### config.mk
export PLATFORM = sky130hd
export DESIGN_NAME = byte_ring_buffer_overwrite
export DESIGN_NICKNAME = d
export VERILOG_FILES = /design/src/hdl/brb_pkg.sv /design/src/hdl/brb_ram.sv /design/src/hdl/byte_ring_buffer_overwrite.sv
export SDC_FILE = /design/constraint.sdc
export NUM_CORES = 2
export LEC_CHECK = 0
export ABC_AREA = 1
export BUFFER_PORTS_ARGS = -buffer_cell sky130_fd_sc_hd__buf_2
export CAP_MARGIN = 20
export CORE_MARGIN = 2
export CORE_UTILIZATION = 25
export CTS_CLUSTER_SIZE = 10
export DETAILED_ROUTE_END_ITERATION = 6
export HOLD_SLACK_MARGIN = 0.12
export PLACE_DENSITY = 0.37
export SLEW_MARGIN = 20
export SYNTH_ARGS = -nofsm -noshare
export SYNTH_HDL_FRONTEND = slang
export SYNTH_SLANG_ARGS = --single-unit
### constraint.sdc
create_clock -name clk_i -period 8.35 [get_ports clk_i]
set_clock_uncertainty 0.15 [all_clocks]
set_input_delay 0.835 -clock clk_i [delete_from_list [all_inputs] [get_ports clk_i]]
set_output_delay 0.835 -clock clk_i [all_outputs]
set_load 0.03 [all_outputs]
### src/hdl/brb_pkg.sv
// Package for the byte ring buffer: transfer structs, opcodes, size codes,
// sequencer states and a helper function. No dependencies.
package brb_pkg;

  localparam int unsigned LenW         = 9;
  localparam int unsigned DataW        = 32;
  localparam int unsigned DepthDefault = 256;
  localparam int unsigned LenReset     = 256;

  localparam logic       OpWrite = 1'b0;
  localparam logic       OpRead  = 1'b1;

  localparam logic [1:0] Size1 = 2'd0;
  localparam logic [1:0] Size2 = 2'd1;

  typedef struct packed {
    logic             op;
    logic [1:0]       size_code;
    logic [DataW-1:0] write_data;
  } req_t;

  typedef struct packed {
    logic             ok;
    logic [DataW-1:0] read_data;
    logic [LenW-1:0]  fill_level;
  } rsp_t;

  typedef enum logic [1:0] {
    StIdle,
    StWrite,
    StRead,
    StReadLast
  } state_e;

  // size code to byte count; any code other than Size1 and Size2 means four bytes
  function automatic logic [2:0] num_bytes(input logic [1:0] size_code);
    logic [2:0] n;
    case (size_code)
      Size1:   n = 3'd1;
      Size2:   n = 3'd2;
      default: n = 3'd4;
    endcase
    return n;
  endfunction

endpackage

### src/hdl/brb_ram.sv
// Generic single-write, single-read RAM with registered read data.
// No dependencies.
module brb_ram #(
  parameter int unsigned Width = 8,
  parameter int unsigned Depth = 256
) (
  input  logic                     clk_i,
  input  logic                     we_i,
  input  logic [$clog2(Depth)-1:0] waddr_i,
  input  logic [Width-1:0]         wdata_i,
  input  logic [$clog2(Depth)-1:0] raddr_i,
  output logic [Width-1:0]         rdata_o
);

  logic [Width-1:0] mem_q [Depth];
  logic [Width-1:0] rdata_q;

  always_ff @(posedge clk_i) begin
    if (we_i) begin
      mem_q[waddr_i] <= wdata_i;
    end
    rdata_q <= mem_q[raddr_i];
  end

  assign rdata_o = rdata_q;

endmodule

### src/hdl/byte_ring_buffer_overwrite.sv
// Byte ring buffer, overwrite-oldest on full, one byte per cycle through brb_ram.
// Depends on brb_pkg and brb_ram.
//
//   channel  | ports                    | handshake
//   ---------+--------------------------+-------------------------------------
//   request  | start_i, busy_o, req_i   | transfer when start_i && !busy_o
//   result   | done_o, res_o            | one-cycle strobe, cannot be held off
//   config   | cfg_we_i, cfg_wdata_i    | written when cfg_we_i, idle only
//
// A write of N bytes (N = 1, 2, 4) does one RAM write per byte in StWrite; a read
// steps StRead per byte, then StReadLast for the registered RAM read. Result
// strobes the cycle after the last step. A read lacking data answers the cycle
// after transfer. Reset empties the buffer with length min(256, DEPTH); RAM
// contents are not cleared. busy_o is high while a transfer is sequenced.
module byte_ring_buffer_overwrite #(
  parameter int unsigned DEPTH = brb_pkg::DepthDefault
) (
  input  logic                        clk_i,
  input  logic                        rst_ni,
  input  logic                        start_i,
  output logic                        busy_o,
  input  brb_pkg::req_t               req_i,
  output logic                        done_o,
  output brb_pkg::rsp_t               res_o,
  input  logic                        cfg_we_i,
  input  logic [brb_pkg::LenW-1:0]    cfg_wdata_i
);

  localparam int unsigned AW = $clog2(DEPTH);
  localparam int unsigned LW = brb_pkg::LenW;
  localparam int unsigned CW = (AW > LW) ? AW + 1 : LW + 1;
  localparam int unsigned LenRst =
    (DEPTH < brb_pkg::LenReset) ? DEPTH : brb_pkg::LenReset;

  function automatic logic [AW-1:0] adv(input logic [AW-1:0] pos,
                                        input logic [LW-1:0] len);
    logic [CW-1:0] nxt;
    nxt = CW'(pos) + CW'(1);
    if (nxt >= CW'(len)) begin
      return '0;
    end
    return AW'(nxt);
  endfunction

  brb_pkg::state_e state_q, state_d;
  logic [LW-1:0]   len_q, len_d;
  logic [AW-1:0]   wr_pos_q, wr_pos_d;
  logic [AW-1:0]   rd_pos_q, rd_pos_d;
  logic [LW-1:0]   fill_q, fill_d;
  logic [1:0]      cnt_q, cnt_d;
  logic [1:0]      col_q, col_d;
  logic            rvld_q, rvld_d;
  logic [31:0]     data_q, data_d;
  logic [31:0]     acc_q, acc_d;
  logic            done_q, done_d;
  brb_pkg::rsp_t   rsp_q, rsp_d;

  logic            accept;
  logic [2:0]      nb;
  logic            rd_fail;
  logic            ram_we;
  logic [7:0]      ram_rdata;

  assign accept  = start_i && !busy_o;
  assign nb      = brb_pkg::num_bytes(req_i.size_code);
  assign rd_fail = (req_i.op == brb_pkg::OpRead) && (fill_q < LW'(nb));

  brb_ram #(
    .Width(8),
    .Depth(DEPTH)
  ) u_ram (
    .clk_i  (clk_i),
    .we_i   (ram_we),
    .waddr_i(wr_pos_q),
    .wdata_i(data_q[7:0]),
    .raddr_i(rd_pos_q),
    .rdata_o(ram_rdata)
  );

  // next state
  always_comb begin
    state_d = state_q;
    case (state_q)
      brb_pkg::StIdle: begin
        if (accept && !rd_fail) begin
          state_d = (req_i.op == brb_pkg::OpWrite) ? brb_pkg::StWrite : brb_pkg::StRead;
        end
      end
      brb_pkg::StWrite: begin
        if (cnt_q == 2'd0) begin
          state_d = brb_pkg::StIdle;
        end
      end
      brb_pkg::StRead: begin
        if (cnt_q == 2'd0) begin
          state_d = brb_pkg::StReadLast;
        end
      end
      brb_pkg::StReadLast: state_d = brb_pkg::StIdle;
      default:             state_d = brb_pkg::StIdle;
    endcase
  end

  // datapath and outputs
  always_comb begin
    len_d    = len_q;
    wr_pos_d = wr_pos_q;
    rd_pos_d = rd_pos_q;
    fill_d   = fill_q;
    cnt_d    = cnt_q;
    col_d    = col_q;
    rvld_d   = 1'b0;
    data_d   = data_q;
    acc_d    = acc_q;
    done_d   = 1'b0;
    rsp_d    = rsp_q;
    ram_we   = 1'b0;
    busy_o   = (state_q != brb_pkg::StIdle);

    case (state_q)
      brb_pkg::StIdle: begin
        if (cfg_we_i) begin
          if (cfg_wdata_i == '0) begin
            len_d = LW'(1);
          end else if (CW'(cfg_wdata_i) > CW'(DEPTH)) begin
            len_d = LW'(DEPTH);
          end else begin
            len_d = cfg_wdata_i;
          end
          wr_pos_d = '0;
          rd_pos_d = '0;
          fill_d   = '0;
        end
        if (accept) begin
          data_d = req_i.write_data;
          acc_d  = '0;
          cnt_d  = 2'(nb - 3'd1);
          col_d  = '0;
          if (rd_fail) begin
            done_d           = 1'b1;
            rsp_d.ok         = 1'b0;
            rsp_d.read_data  = '0;
            rsp_d.fill_level = fill_q;
          end
        end
      end
      brb_pkg::StWrite: begin
        ram_we   = 1'b1;
        data_d   = data_q >> 8;
        wr_pos_d = adv(wr_pos_q, len_q);
        if (fill_q == len_q) begin
          rd_pos_d = adv(rd_pos_q, len_q);  // full: drop oldest
        end else begin
          fill_d = fill_q + LW'(1);
        end
        cnt_d = cnt_q - 2'd1;
        if (cnt_q == 2'd0) begin
          done_d           = 1'b1;
          rsp_d.ok         = 1'b1;
          rsp_d.read_data  = '0;
          rsp_d.fill_level = fill_d;
        end
      end
      brb_pkg::StRead: begin
        rvld_d   = 1'b1;
        rd_pos_d = adv(rd_pos_q, len_q);
        fill_d   = fill_q - LW'(1);
        cnt_d    = cnt_q - 2'd1;
        if (rvld_q) begin
          acc_d[col_q*8 +: 8] = ram_rdata;
          col_d = col_q + 2'd1;
        end
      end
      brb_pkg::StReadLast: begin
        acc_d[col_q*8 +: 8] = ram_rdata;
        done_d           = 1'b1;
        rsp_d.ok         = 1'b1;
        rsp_d.read_data  = acc_d;
        rsp_d.fill_level = fill_q;
      end
      default: ;
    endcase
  end

  always_ff @(posedge clk_i or negedge rst_ni) begin
    if (!rst_ni) begin
      state_q  <= brb_pkg::StIdle;
      len_q    <= LW'(LenRst);
      wr_pos_q <= '0;
      rd_pos_q <= '0;
      fill_q   <= '0;
      cnt_q    <= '0;
      col_q    <= '0;
      rvld_q   <= 1'b0;
      done_q   <= 1'b0;
    end else begin
      state_q  <= state_d;
      len_q    <= len_d;
      wr_pos_q <= wr_pos_d;
      rd_pos_q <= rd_pos_d;
      fill_q   <= fill_d;
      cnt_q    <= cnt_d;
      col_q    <= col_d;
      rvld_q   <= rvld_d;
      done_q   <= done_d;
    end
  end

  always_ff @(posedge clk_i) begin
    data_q <= data_d;
    acc_q  <= acc_d;
    rsp_q  <= rsp_d;
  end

  assign done_o = done_q;
  assign res_o  = rsp_q;

`ifndef SYNTH
  a_fill_le_len: assert property (@(posedge clk_i) disable iff (!rst_ni)
    fill_q <= len_q)
    else $error("fill count above buffer length");

  a_pos_in_range: assert property (@(posedge clk_i) disable iff (!rst_ni)
    (CW'(wr_pos_q) < CW'(len_q)) && (CW'(rd_pos_q) < CW'(len_q)))
    else $error("position beyond buffer length");

  a_fail_zero: assert property (@(posedge clk_i) disable iff (!rst_ni)
    done_o && !res_o.ok |-> res_o.read_data == '0)
    else $error("failed read returned data");

  a_done_cause: assert property (@(posedge clk_i) disable iff (!rst_ni)
    done_o |-> $past(busy_o) || $past(start_i))
    else $error("result without a transfer");

  a_len_nonzero: assert property (@(posedge clk_i) disable iff (!rst_ni)
    len_q != '0)
    else $error("zero buffer length");
`endif

endmodule

==> summary.md <==
| Metric | Value |
|---|---|
| Setup bufs post-CTS | `0` |
| RSZ-0062 raised after global routing | `no` |
| Outcome | `finished, final reports clean` |
| Drt wl/cell | `23.72 microns` |
| CP Class | `reg -> reg` |
| Tcrit/Tclk final | `0.5589` |
| Top delay family on crit path | `buffers and inverters` |
| #FFs+latches synth | `2204` |
| Post-Syn Area per Cell | `11.32 sq um` |
| HP Start | `req_i[34]` |
| Buf/Inv on CP | `3` |
| Pwr/cell area | `321.4 nW/um^2` |
| Die Wd | `606.3 microns` |
| Max_cap viols | `0` |
| Ports | `92` |
| Required time of the critical path | `9020 ps` |
| Fmax | `214.3 MHz` |
| Worst-Margin Slew | `1090 ps` |
| Core Area | `around 360000 sq um` |
| Area delta synth->final | `15.23%` |
| CP cell instances | `inv_16, buf_12, buf_4, nand2_1, nand2_1, nand2_1, nand3_1, nand3_1, nand3_1, nand3_1, nand2_1, nand2_1, nand2_1` |
| Final Hold Fails | `0` |
| Final slew viol count | `0` |
| Starting Density | `0.2507` |
| Unique masters post-synth | `between 40 and 50` |
| Yosys warnings | `0` |
| Reg clk slew, reported paths | `50 ps` |
| Largest net degree at the start of global routing | `180` |
| DR vias/cell | `4.599` |
| Setup_tns | `0 ps` |
| Worst IR Drop VDD | `0.0001999 V` |
| Crit-path most repeated cell | `nand2_1` |
| Number of port buffers | `just over 90` |
| Post-synth top area cell | `edfxtp_1` |
| # fillers | `between 30000 and 40000` |
| Drt pass-1 iters | `6` |
| CP Launch Type | `flop` |
| Nets | `a little over 8000` |
| First-pass GRT wire length | `442100 microns` |
| GP Congestion | `0.7871` |
| CTS tree | `yes` |
| Row Count | `~220` |
| Crit path max fanout | `~160` |
| Minimum clock period | `4667 ps` |
| Sequential cell area fraction in the yosys report | `0.7266` |
| Drc violations | `0` |
| Critical Path Sink Type | `flop` |
| Root Buffer | `clkbuf_16` |
| Static leakage | `37.18 nW` |
| Syn Inst Count | `roughly 8000` |
| Top cells by area, synth | `edfxtp_1 71%, nand2_1 13%, nand3_1 7.2%, nor2_1 1.5%, a21oi_1 1.5%` |
| CTS Buf Count | `269` |
| Reg2Reg Launch Point | `rd_pos_q[0]` |
| Vias | `between 50000 and 60000` |
| DRT antenna net count | `0` |
| CTS Sinks | `2204` |
| Initial antenna violation count | `14` |
| Most frequent cells in the layout | `3054 x nand2_1, 2154 x edfxtp_1, 1296 x nand3_1, 353 x nor2_1, 273 x clkbuf_16` |
| CP max stage cell | `buf_4` |
| Worst skew pair latency | `900 ps` |
| GRT overflow | `0` |
| Gr usage total | `0.1645` |
| Synthesized area | `90690 sq um` |
| Full die area | `367600 sq um` |
| Vias in the first global route | `~59000` |
| Worst hold path class | `in -> reg` |
| Drt total wl | `between 300000 and 400000 microns` |
| Post-detail-place hpwl | `175300 microns` |
| Commonest non-fill, non-tap cell in the layout | `nand2_1` |
| # setup viols final | `0` |
| Top cell type's share of synthesized area | `0.7133` |
| Final Non-Filler Cells | `12987` |
| 1st-iter DRT viols | `5094` |
| Cells after DPL | `roughly 13000` |
| Share of layout cells above drive strength 1 | `0.07097` |
| H-tree levels | `5` |
| Setup crit start | `rd_pos_q[0]` |
| Die Y-Extent | `606.3 microns` |
| Core Util, Final | `0.2889` |
| Syn nets | `8094` |
| Critical Path AT | `5340 ps` |
| Max Buffers Root-to-Sink | `4` |
| CP peak stage delay | `730 ps` |
| Slew headroom | `0.2709` |
==> path summary, 6_finish.rpt <==
check / to / slack [ps] / cells past startpoint
setup / recovery: u_ram.rdata_o[7] / 3680 / 13
hold / removal: state_q[0] / 230 / 4
setup reg to reg: u_ram.rdata_o[7] / 3680 / 13
hold reg to reg: data_q[8] / 360 / 2
max in group asynchronous: rd_pos_q[0] / 7050 / 3
min in group asynchronous: done_o / 450 / 3
==> worst reg2reg max path, cell delays in order, from the launching register on <==
cell     delay [ps]
dfrtp_4         710
inv_16          610
buf_12          600
buf_4          1060
nand2_1         120
nand2_1         130
nand2_1          70
nand3_1         200
nand3_1         110
nand3_1         270
nand3_1         240
nand2_1         150
nand2_1          60
nand2_1         100
==> power by group <==
part           leakage (nW)  switching [mW]  internal, mW  total, mW
Combinational          13.5            7.00          1.88       8.89
Sequential             20.1           0.315          13.8       14.2
Clock                  3.65            4.54          6.01       10.6
Total                  37.2            11.9          21.7       33.6
==> area by class of cell <==
class / instances / area, sq um / area share
Inverter: 118 / 493.0 / 0.004717
Clock buffer: 353 / 7182 / 0.06873
Clock inverter: 41 / 325.3 / 0.003113
Tap cell: 4794 / 5998 / 0.05740
Multi-Input combinational cell: 5202 / 22420 / 0.2146
Sequential cell: 2204 / 65910 / 0.6307
Timing Repair Buffer: 268 / 2151 / 0.02058
Antenna cell: 7 / 17.52 / 0.0001676
==> synth_stat cells (all sizes together) <==
master   number
a21oi       268
a32oi         8
or2           5
a211oi        2
o32ai         1
dfstp         1
dfrtp        41
o21ai        44
inv         112
xor2         21
o21a          2
o22ai        16
nand4        19
nor3         27
clkinv        6
clkbuf      285
dfxtp         8
mux2          1
nand2      3062
o2111ai       2
xnor2         2
o211ai        1
edfxtp     2154
ha           36
nor4          4
buf         201
a22oi        17
nand3      1300
nor2        364
==> cells by family after synthesis <==
| family | after synthesis | synth area share |
|---|---|---|
| compound gates | 361 | 0.02125 |
| mux | 1 | 0.0001242 |
| flops | 2204 | 0.7266 |
| buf+inv | 604 | 0.02729 |
| xor+xnor | 23 | 0.002221 |
| fa+ha+maj | 36 | 0.004967 |
| simple gates | 4781 | 0.2175 |
==> through the flow <==
stage	power [mW]	hold slack [ps]	instance area, sq um	setup slack (ps)
6_report	33.59	230.9	104500	3683
5_1_grt	35.24	236.7	104500	3515
4_1_cts	34.11	132.6	104400	3695
3_5_place_dp	23.41	350.0	96420	3735
3_3_place_gp	23.44	345.7	96360	3715
2_1_floorplan	19.61	325.6	90690	3965
==> routing by layer <==
| layer | GRT usage | vias up | wire length (microns) |
|---|---|---|---|
| met2 | 0.2667 | 1408 | 143500 |
| met1 | 0.2334 | 30134 | 144400 |
| met5 | 0 | - | 0 |
| met3 | 0.02056 | 346 | 13970 |
| met4 | 0.03761 | 0 | 6217 |
| li1 | - | 27843 | - |
==> sequential cells by signal (all words and copies together) (netlist names), 2 cells and up <==
| signal | count |
|---|---|
| acc_q | 32 |
| cnt_q | 2 |
| col_q | 2 |
| data_q | 32 |
| fill_q | 9 |
| len_q | 9 |
| rd_pos_q | 8 |
| res_o | 42 |
| state_q | 2 |
| u_ram.mem_q | 2048 |
| u_ram.rdata_o | 8 |
| wr_pos_q | 8 |
==> repair_timing <==
action / in CTS / in global routing
endpoints found under the hold margin: 83 / 0
hold buffers: 48 / 0
endpoints found under the setup margin: 0 / 0
resized for setup: 0 / 0
Note: power is estimated with default switching activity, not from simulation.
